===== src/snpr_pkg.sv =====
package snpr_pkg;

	localparam int NUM_CODES   = 10;
	localparam int NUM_ALLELES = 4;
	localparam int OPCODE_W    = 2;
	localparam int GENO_W      = 4;
	localparam int SNP_W       = 2;
	localparam int COUNT_W     = 16;
	localparam int ALLELE_W    = 2;

	localparam logic [OPCODE_W-1:0] OP_TALLY  = 2'd0;
	localparam logic [OPCODE_W-1:0] OP_CLOSE  = 2'd1;
	localparam logic [OPCODE_W-1:0] OP_RECODE = 2'd2;

	localparam logic [SNP_W-1:0] SNP_MISSING  = 2'd0;
	localparam logic [SNP_W-1:0] SNP_HOM_LO   = 2'd1;
	localparam logic [SNP_W-1:0] SNP_HET      = 2'd2;
	localparam logic [SNP_W-1:0] SNP_HOM_HI   = 2'd3;

	typedef logic [NUM_CODES-1:0] seen_t;
	typedef logic [NUM_CODES-1:0][SNP_W-1:0] code_map_t;

	typedef struct packed {
		logic      bad;
		code_map_t code_map;
	} decision_t;

	// Alleles of each pair code 1..10 (entry c-1), 0-based A,C,G,T.
	localparam logic [NUM_CODES-1:0][ALLELE_W-1:0] CODE_LO = {
		2'd3, 2'd2, 2'd1, 2'd0, 2'd2, 2'd1, 2'd0, 2'd1, 2'd0, 2'd0
	};
	localparam logic [NUM_CODES-1:0][ALLELE_W-1:0] CODE_HI = {
		2'd3, 2'd3, 2'd3, 2'd3, 2'd2, 2'd2, 2'd2, 2'd1, 2'd1, 2'd0
	};

	function automatic logic code_valid(input logic [GENO_W-1:0] code);
		return (code != '0) && (code <= GENO_W'(NUM_CODES));
	endfunction

endpackage


===== src/snpr_if.sv =====
interface snpr_in_if;
	import snpr_pkg::*;

	logic                valid;
	logic                ready;
	logic [OPCODE_W-1:0] opcode;
	logic [GENO_W-1:0]   geno_code;

	modport source (output valid, opcode, geno_code, input ready);
	modport sink (input valid, opcode, geno_code, output ready);
endinterface

interface snpr_out_if;
	import snpr_pkg::*;

	logic               valid;
	logic               ready;
	logic [SNP_W-1:0]   snp_code;
	logic               not_snp;
	logic [COUNT_W-1:0] rejected_columns;

	modport source (output valid, snp_code, not_snp, rejected_columns, input ready);
	modport sink (input valid, snp_code, not_snp, rejected_columns, output ready);
endinterface


===== src/snpr_decide.sv =====
module snpr_decide (
	input  snpr_pkg::seen_t     seen,
	output snpr_pkg::decision_t decision
);
	import snpr_pkg::*;

	logic [NUM_ALLELES-1:0] present;
	logic [NUM_ALLELES-1:0] lowest;
	logic [NUM_ALLELES-1:0] below;

	// Allele presence: a column is a SNP only with at most two alleles.
	always_comb begin
		present = '0;
		for (int c = 0; c < NUM_CODES; c++) begin
			if (seen[c]) begin
				present[CODE_LO[c]] = 1'b1;
				present[CODE_HI[c]] = 1'b1;
			end
		end
	end

	// One-hot of the lowest present allele; its hom maps to the first SNP code.
	always_comb begin
		below = '0;
		for (int a = 1; a < NUM_ALLELES; a++)
			below[a] = below[a-1] | present[a-1];
		lowest = present & ~below;
	end

	always_comb begin
		decision.bad = $countones(present) > 2;
		for (int c = 0; c < NUM_CODES; c++) begin
			if (!seen[c] || decision.bad)
				decision.code_map[c] = SNP_MISSING;
			else if (CODE_LO[c] != CODE_HI[c])
				decision.code_map[c] = SNP_HET;
			else if (lowest[CODE_LO[c]])
				decision.code_map[c] = SNP_HOM_LO;
			else
				decision.code_map[c] = SNP_HOM_HI;
		end
	end

endmodule


===== src/snp_genotype_recoder.sv =====
// SNP genotype recoder.
// geno_in carries (opcode, geno_code) transactions; snp_out carries
// (snp_code, not_snp, rejected_columns). Both use valid/ready.
// Opcode tally marks a pair code as seen in the open column and gives no
// result. Close decides the column from the seen codes, latches the map and
// verdict, clears the seen codes and gives one result with snp_code 0.
// Recode gives the mapped code of the latched column (0 when rejected).
// Opcode 3 and out-of-range codes are ignored or read as missing.
// A result passes through the input register, then the result register,
// where it is held until the receiver takes it.
// Throughput: one transaction per cycle unless a result stall refuses input,
// set by the state update between the two registers.
// Reset clears the seen codes, map, verdict and reject count, and empties
// both registers. When the receiver stalls the result register holds; a
// transaction that gives no result still retires, and input is refused
// only while a result-giving transaction waits behind a full result register.
module snp_genotype_recoder (
	input  logic             clk,
	input  logic             arst_n,
	snpr_in_if.sink          geno_in,
	snpr_out_if.source       snp_out
);
	import snpr_pkg::*;

	logic                valid_s1;
	logic [OPCODE_W-1:0] opcode_s1;
	logic [GENO_W-1:0]   code_s1;

	logic                valid_s2;
	logic [SNP_W-1:0]    snp_code_s2;
	logic                not_snp_s2;
	logic [COUNT_W-1:0]  count_s2;

	seen_t               seen_q;
	code_map_t           map_q;
	logic                rejected_q;
	logic [COUNT_W-1:0]  count_q;

	decision_t           decision;
	logic                has_result;
	logic                advance;
	logic                is_close;
	logic                code_ok;
	logic [GENO_W-1:0]   code_idx;
	logic [COUNT_W-1:0]  count_next;

	snpr_decide u_decide (
		.seen     (seen_q),
		.decision (decision)
	);

	assign is_close   = opcode_s1 == OP_CLOSE;
	assign has_result = is_close || (opcode_s1 == OP_RECODE);
	assign advance    = valid_s1 && (!has_result || !valid_s2 || snp_out.ready);
	assign geno_in.ready = !valid_s1 || advance;

	assign code_ok  = code_valid(code_s1);
	assign code_idx = code_s1 - GENO_W'(1);
	assign count_next = (decision.bad && count_q != '1) ? count_q + COUNT_W'(1) : count_q;

	always_ff @(posedge clk or negedge arst_n) begin
		if (!arst_n) begin
			valid_s1 <= 1'b0;
		end else if (geno_in.ready) begin
			valid_s1 <= geno_in.valid;
		end
	end

	always_ff @(posedge clk) begin
		if (geno_in.valid && geno_in.ready) begin
			opcode_s1 <= geno_in.opcode;
			code_s1   <= geno_in.geno_code;
		end
	end

	// Column state
	always_ff @(posedge clk or negedge arst_n) begin
		if (!arst_n) begin
			seen_q     <= '0;
			map_q      <= '0;
			rejected_q <= 1'b0;
			count_q    <= '0;
		end else if (advance) begin
			case (opcode_s1)
				OP_TALLY: begin
					if (code_ok)
						seen_q[code_idx] <= 1'b1;
				end
				OP_CLOSE: begin
					seen_q     <= '0;
					map_q      <= decision.code_map;
					rejected_q <= decision.bad;
					count_q    <= count_next;
				end
				default: ;
			endcase
		end
	end

	always_ff @(posedge clk or negedge arst_n) begin
		if (!arst_n) begin
			valid_s2 <= 1'b0;
		end else if (advance && has_result) begin
			valid_s2 <= 1'b1;
		end else if (snp_out.ready) begin
			valid_s2 <= 1'b0;
		end
	end

	always_ff @(posedge clk) begin
		if (advance && has_result) begin
			if (is_close) begin
				snp_code_s2 <= SNP_MISSING;
				not_snp_s2  <= decision.bad;
				count_s2    <= count_next;
			end else begin
				snp_code_s2 <= code_ok ? map_q[code_idx] : SNP_MISSING;
				not_snp_s2  <= rejected_q;
				count_s2    <= count_q;
			end
		end
	end

	assign snp_out.valid            = valid_s2;
	assign snp_out.snp_code         = snp_code_s2;
	assign snp_out.not_snp          = not_snp_s2;
	assign snp_out.rejected_columns = count_s2;

	a_close_clears_seen: assert property (@(posedge clk) disable iff (!arst_n)
		advance && is_close |=> seen_q == '0)
		else $error("seen codes not cleared after close");

	a_rejected_map_zero: assert property (@(posedge clk) disable iff (!arst_n)
		rejected_q |-> map_q == '0)
		else $error("rejected column has a non-zero map");

	a_count_monotonic: assert property (@(posedge clk) disable iff (!arst_n)
		!$past(advance && is_close) |-> $stable(count_q))
		else $error("reject count changed outside a close");

	a_result_from_s1: assert property (@(posedge clk) disable iff (!arst_n)
		$rose(valid_s2) |-> $past(valid_s1 && has_result))
		else $error("result appeared without a result-giving transaction");

endmodule

===== src/flat_wrapper.sv =====
// flat-port wrapper written by rule: the top's interface ports become plain ports
module snp_genotype_recoder_flat import snpr_pkg::*;
  (clk, arst_n, geno_in_valid, geno_in_opcode, geno_in_geno_code, geno_in_ready, snp_out_valid, snp_out_snp_code, snp_out_not_snp, snp_out_rejected_columns, snp_out_ready);
  snpr_in_if geno_in_i ();
  snpr_out_if snp_out_i ();
  input  logic clk;
  input  logic arst_n;
  input wire logic [$bits(geno_in_i.valid)-1:0] geno_in_valid;
  input wire logic [$bits(geno_in_i.opcode)-1:0] geno_in_opcode;
  input wire logic [$bits(geno_in_i.geno_code)-1:0] geno_in_geno_code;
  output wire logic [$bits(geno_in_i.ready)-1:0] geno_in_ready;
  output wire logic [$bits(snp_out_i.valid)-1:0] snp_out_valid;
  output wire logic [$bits(snp_out_i.snp_code)-1:0] snp_out_snp_code;
  output wire logic [$bits(snp_out_i.not_snp)-1:0] snp_out_not_snp;
  output wire logic [$bits(snp_out_i.rejected_columns)-1:0] snp_out_rejected_columns;
  input wire logic [$bits(snp_out_i.ready)-1:0] snp_out_ready;
  assign geno_in_i.valid = geno_in_valid;
  assign geno_in_i.opcode = geno_in_opcode;
  assign geno_in_i.geno_code = geno_in_geno_code;
  assign geno_in_ready = geno_in_i.ready;
  assign snp_out_valid = snp_out_i.valid;
  assign snp_out_snp_code = snp_out_i.snp_code;
  assign snp_out_not_snp = snp_out_i.not_snp;
  assign snp_out_rejected_columns = snp_out_i.rejected_columns;
  assign snp_out_i.ready = snp_out_ready;
  snp_genotype_recoder u_core (.clk(clk), .arst_n(arst_n), .geno_in(geno_in_i), .snp_out(snp_out_i));
endmodule

===== config.mk =====
export PLATFORM = sky130hd
export DESIGN_NAME = snp_genotype_recoder_flat
export DESIGN_NICKNAME = d
export VERILOG_FILES = /design/src/snpr_pkg.sv /design/src/snpr_if.sv /design/src/snpr_decide.sv /design/src/snp_genotype_recoder.sv /design/src/flat_wrapper.sv
export SDC_FILE = /design/constraint.sdc
export NUM_CORES = 1
export LEC_CHECK = 0
export ABC_AREA = 1
export BUFFER_PORTS_ARGS = -buffer_cell sky130_fd_sc_hd__buf_4
export CAP_MARGIN = 20
export CORE_ASPECT_RATIO = 0.5
export CORE_MARGIN = 2
export CORE_UTILIZATION = 55
export DETAILED_ROUTE_END_ITERATION = 7
export PLACE_DENSITY = 0.7
export SYNTH_ARGS = -nofsm -noshare
export SYNTH_HDL_FRONTEND = slang
export SYNTH_SLANG_ARGS = --single-unit

===== constraint.sdc =====
create_clock -name clk -period 4 [get_ports clk]
set_clock_uncertainty 0.05 [all_clocks]
set_input_delay 1 -clock clk [delete_from_list [all_inputs] [get_ports clk]]
set_output_delay 1 -clock clk [all_outputs]
set_load 0.02 [all_outputs]

---- Word level (Yosys, flattened, before mapping) ----
Cells that the tools add are included.
word-level totals
  register bits after elaboration ......... 74
  bits of input ports ..................... 10
  output and inout bits ................... 21
  word-level logic and storage cells ...... 117
operators by class
  $add $sub $neg .......................... 5
  order comparisons ....................... 4
  equal/unequal tests ..................... 4
  mux-type cells .......................... 38
  bitwise operators ....................... 6
  reduce and logical (&&, ||, !) cells .... 40
operator list
  kind                                                                count
  2-to-1 mux 2 bit                                                    18
  2-to-1 mux 16 bit                                                   2
  one-hot mux 10 bit (2 select lines)                                 1
  adder 16 x 1 -> 16 bit (second input constant)                      1
  inequality test 16 bit (second input constant)                      1
  logical OR 1 bit                                                    14
  2-to-1 mux 1 bit                                                    14
  logical NOT 1 bit                                                   13
  2-to-1 mux 10 bit                                                   1
  OR 10 bit                                                           1
  binary-select mux 2 bit (select 4 bit)                              1
  logical AND 1 bit                                                   6
  < comparator 4 x 5 -> 1 bit (second input constant)                 1
  adder 1 x 1 -> 2 bit                                                2
  AND 4 bit                                                           1
  demux 1 bit (select 4 bit)                                          1
  greater-or-equal comparator 4 x 1 -> 1 bit (second input constant)  1
  <= comparator 4 bit (second input constant)                         1
  NOT 4 bit                                                           1
  nonzero test 2 bit                                                  2
  nonzero test 4 bit                                                  1
  subtractor 4 x 1 -> 4 bit (second input constant)                   1
  adder 2 x 2 -> 3 bit                                                1
  greater-than comparator 3 x 2 -> 1 bit (second input constant)      1
  other kinds (9)                                                     10

---- Depth between registers and ports, before layout ----
  word-level depth ........................ 13
  mapped depth ............................ 17
  gate-level depth less buffers ........... 17

---- By module ----
From an unflattened synthesis, not the netlist that was laid out.
unflattened totals
  cell total of the unflattened synthesis .. 469
  area, all modules ....................... 4051.4 um2
modules (own cells, without submodules)
  module                times used  cells each  area an instance (um2)  sequential area each (um2)
  snp_genotype_recoder  1           412         3738.6                  1976.9
  snpr_decide           1           57          312.8                   0.0

---- Worst setup path before layout ----
No wires, ideal clock.
  kind .................................... flip-flop to flip-flop
  start point ............................. reg u_core.seen_q[4]
  end point ............................... reg u_core.count_s2[15] (netlist: u_core.snp_out.rejected_columns[15]) (data pin)
  library setup time ...................... 0.255 ns
  arrival ................................. 2.514 ns
  required time ........................... 3.695 ns
  path slack .............................. 1.181 ns
  stages on the path, launching flop included .. 12
  path buffers ............................ 1
  period minus slack after synthesis ...... 2.819 ns
  cell sequence ........................... dfrtp_1 > nor4_1 > fa_1 > inv_1 > ha_1 > ha_1 > nand3_1 > nand3_2 > nor2_2 > buf_6 > nand4_1 > and2_1
between the ends
  word-level cells in the longest chain between the ends .. 9
  elaborated cells on any way between the ends .. 11
  classes of those cells .................. add/sub: 3; order compare: 1; mux: 6; reduce/logical: 1
RTL lines
  item                                            RTL line                     RTL
  start: declaration                              snp_genotype_recoder.sv:34   seen_t seen_q;
  start signal: assignment                        snp_genotype_recoder.sv:79   seen_q <= '0;
  start signal: indexed assignment                snp_genotype_recoder.sv:87   seen_q[code_idx] <= 1'b1;
  start signal: assignment                        snp_genotype_recoder.sv:90   seen_q <= '0;
  2-to-1 mux 2 bit (*)                            snpr_decide.sv:15            if (seen[c]) begin
  2-to-1 mux 1 bit                                snpr_decide.sv:15
  2-to-1 mux 2 bit                                snpr_decide.sv:15
  adder 1 x 1 -> 2 bit (implied by the code)      snpr_decide.sv:31            decision.bad = $countones(present) > 2;
  adder 2 x 2 -> 3 bit (implied by the code) (*)  snpr_decide.sv:31
  greater-than comparator 3 x 2 -> 1 bit (*)      snpr_decide.sv:31
  logical AND 1 bit (*)                           snp_genotype_recoder.sv:59   assign count_next = (decision.bad && count_q != '1) ? count_q + COUNT_W'(1) : count_q;
  2-to-1 mux 16 bit (*)                           snp_genotype_recoder.sv:59
  2-to-1 mux 16 bit (*)                           -
  end signal: assignment                          snp_genotype_recoder.sv:115  count_s2 <= count_next;
  end signal: assignment                          snp_genotype_recoder.sv:119  count_s2 <= count_q;
  end: declaration                                snp_genotype_recoder.sv:32   logic [COUNT_W-1:0] count_s2;
Mark *: on every way between the ends. The rest lies on a longest branch, timed or not.
A chain may end at the register's enable or synchronous reset.

---- Worst setup path in the final report ----
Ends and elaborated chain as after synthesis.

==> results.json <==
{
  "use_met2_pct": 38.9,
  "nets": 476,
  "synth.distinct_cells": 31,
  "drc": 0,
  "outcome": "complete, no violations",
  "fp.coreArea_sq_um": 6160,
  "tritoncts": "yes",
  "cts_resized": 0,
  "peakVddDrop_mv": 0.396,
  "rsz0062_at_grt": "no",
  "finalMaxSlewViolations": 0,
  "gp_congestion": 0.923,
  "placementRows": 20,
  "grt_pass1_vias": 2707,
  "gr-usage-met1_pct": 28.8,
  "grt_use_total_pct": 23.0,
  "yosys-top-cells-count": "nand2_1 (107), inv_1 (66), dfrtp_1 (43), nand3_1 (35), edfxtp_1 (25)",
  "critical_path_buf_inv_count": 2,
  "io-pin-count": 31,
  "min-delay-start": "u_core.map_q[7]$_DFFE_PN0P_",
  "die_w_um": 118,
  "placed_cell_area_sq_um": 3840,
  "crit_required_ns": 4.04,
  "netlist_area_sq_um": 3560,
  "synth-seq-area-share_pct": 51.3,
  "crit_fanout": 11,
  "hold_violations": 0,
  "area_growth_pct": 15.9,
  "p_seq_share_pct": 41.2,
  "clockRootBuffer": "clkbuf_16",
  "multiInputGateArea_sq_um": 1390,
  "rrSetupSlack_ns": 0.62,
  "worstSetupEndpointType": "register",
  "slowest_stage": "nor4_1",
  "p_comb_share_pct": 27.4,
  "slew_headroom_pct": 44.8,
  "detailed_place_hpwl_um": 5340,
  "cts_made_buffers": 9,
  "drive_gt1_share_pct": 14.8,
  "fin_crit_ns": 3.38,
  "vias": 2849,
  "synth_edf_count": 25,
  "gr-total-overflow": 0,
  "synth_nets": 441,
  "antenna_found_initial": 0,
  "die_area_sq_um": 7170,
  "drt_iter0_drc": 161,
  "ys.flop_type": "dfrtp_1",
  "fillCellCount": 508,
  "reg2reg_from": "u_core.seen_q[4]$_DFFE_PN0P_",
  "ctsHoldBuffers": 0,
  "synth_most_common_cell": "nand2_1",
  "cts_max_level": 3,
  "cellPowerDensity_nw_per_um2": 570,
  "dr.pass1.iters": 4,
  "slowest_delay_ns": 0.57,
  "grt_pass1_wl_um": 12500,
  "cts_sinks": 68,
  "clockPowerShare_pct": 31.4,
  "start_util_pct": 57.8,
  "clock.fmax_mhz": 296,
  "ant_nets": 0,
  "cpMostUsedCell": "ha_1",
  "critical_path.top_delay_family": "simple AND/OR/NAND/NOR gates",
  "grt-busiest-layer": "met2",
  "clock_path_buffers": 2,
  "yosys_warnings": 0,
  "detail_route.vias_per_cell": 5.21,
  "worstMarginPinSlew_ns": 0.827,
  "dp_cells": 531,
  "synth_area_per_cell_sq_um": 8.49,
  "fin_tns_setup_ns": 0,
  "fin_crit_sh_pct": 84.4,
  "ys_async_sr_fraction_pct": 63.2,
  "wl_per_cell_um": 13.4,
  "fin_cells": 547,
  "maxCapViolations": 0,
  "critPathLaunchType": "register",
  "worst-setup-path-type": "reg2reg",
  "grt_use_met3_pct": 7.71,
  "finalSetupViolCount": 0,
  "power_switching_uw": 774,
  "port_buffers": 30,
  "synth_cells": 419,
  "internal-power_uw": 1570,
  "clk_latency_ns": 0.33,
  "synth_top_area_share_pct": 30.2,
  "crit_start": "u_core.seen_q[4]$_DFFE_PN0P_",
  "hold_path_class": "reg2reg",
  "cts_setup_buffers": 0,
  "arrival_ns": 3.42,
  "p_leak_uw": 0.00200,
  "grt_max_degree": 44,
  "n_antenna_cell": 0,
  "worstPathCellList": "nor4_1 > fa_1 > inv_1 > ha_1 > ha_1 > nand3_1 > nand3_2 > nor2_2 > buf_4 > nand4_1 > and2_1",
  "regArea_sq_um": 1830,
  "synth_area_leader_cell": "dfrtp_1",
  "die_y_um": 60.9,
  "swShare_pct": 33.0,
  "ys_ff_latch": 68,
  "design_area_sq_um": 4120,
  "wl_um": 7350,
  "synth_area_leaders": "dfrtp_1 (30%), edfxtp_1 (21%), nand2_1 (11%)",
  "cts.reportedPaths.clkPinSlew_ns": 0.05
}
==> cell type report <==
class	count	area share [%]
Tap cell	88	2.67
Inverter	73	6.71
Clock buffer	15	6.74
Sequential cell	68	44.3
Timing Repair Buffer	32	5.83
Multi-Input combinational cell	270	33.6
Clock inverter	1	0.121
==> power groups by stage <==
stage / Combinational [uW] / Clock [uW] / Sequential, uW
after floorplan: 461 / 0 / 987
after global placement: 621 / 0 / 971
after detailed placement: 643 / 0 / 975
after CTS: 647 / 750 / 965
after global routing: 737 / 782 / 983
final: 643 / 738 / 966
==> cells in the final DEF (no fill, tap or decap), types with 2 or more instances in the layout <==
master / count
clkbuf_8: 3
a21oi_1: 7
nor2_2: 6
dfrtp_1: 43
o22ai_1: 5
nand4_1: 13
o211ai_1: 3
nand3_2: 2
inv_1: 66
buf_4: 32
ha_1: 11
and2_1: 8
nand3b_1: 2
inv_2: 6
o21ai_1: 16
nand2_2: 7
nand3_1: 35
nor2_1: 17
clkbuf_16: 9
nand2_1: 107
o21ai_0: 22
edfxtp_1: 25
clkbuf_1: 3
nor3_1: 2
==> registers in the layout, indices dropped and copies added (netlist names) <==
name                             flops
u_core.code_s1                       4
u_core.snp_out.valid                 1
u_core.rejected_q                    1
u_core.snp_out.snp_code              2
u_core.snp_out.not_snp               1
u_core.valid_s1                      1
u_core.seen_q                       10
u_core.count_q                      16
u_core.snp_out.rejected_columns     16
u_core.opcode_s1                     2
u_core.map_q                        14
==> tightest hold or removal path: cells and delay by family, from the launching register on <==
family,cells,cell delay (ns)
compound gates,1,0.06
simple gates,1,0.05
flops,1,0.34
==> layer usage <==
layer / wire length, um / up-vias / share of wire, %
met5: 0 / - / 0
met4: 77 / 0 / 1.0
met3: 410 / 8 / 5.6
met2: 3470 / 71 / 47
met1: 3390 / 1337 / 46
li1: - / 1433 / -
==> through the flow <==
| step | utilization (%) | power, uW | hold slack [ns] | worst slack [ns] |
|---|---|---|---|---|
| floorplan | - | 1450 | 0.387 | 1.18 |
| global placement | 62.4 | 1590 | 0.406 | 0.815 |
| detailed placement | 62.4 | 1620 | 0.420 | 0.633 |
| CTS | 67.0 | 2360 | 0.433 | 0.626 |
| global route | 67.0 | 2500 | 0.456 | 0.314 |
| finish | 67.0 | 2350 | 0.434 | 0.624 |
==> path summary, 6_finish.rpt <==
check                      cells past startpoint                                       endpoint
max in group asynchronous                      1                  u_core.count_q[0]$_DFFE_PN0P_
min in group asynchronous                      1                    u_core.map_q[0]$_DFFE_PN0P_
setup reg to reg                              11  u_core.snp_out.rejected_columns[15]$_DFFE_PP_
hold / removal                                 2                    u_core.map_q[7]$_DFFE_PN0P_
setup / recovery                              11  u_core.snp_out.rejected_columns[15]$_DFFE_PP_
hold reg to reg                                2                    u_core.map_q[7]$_DFFE_PN0P_
==> cells by family (layout without fill, tap and decap cells) <==
logic type	Yosys count	count (layout)	synth area share, %
simple gates	201	201	25.7
buf+inv	81	121	9.70
flops	68	68	51.3
compound gates	55	55	8.30
fa+ha+maj	12	12	4.43
xor+xnor	2	2	0.492
Note: power is estimated with default switching activity, not from simulation.
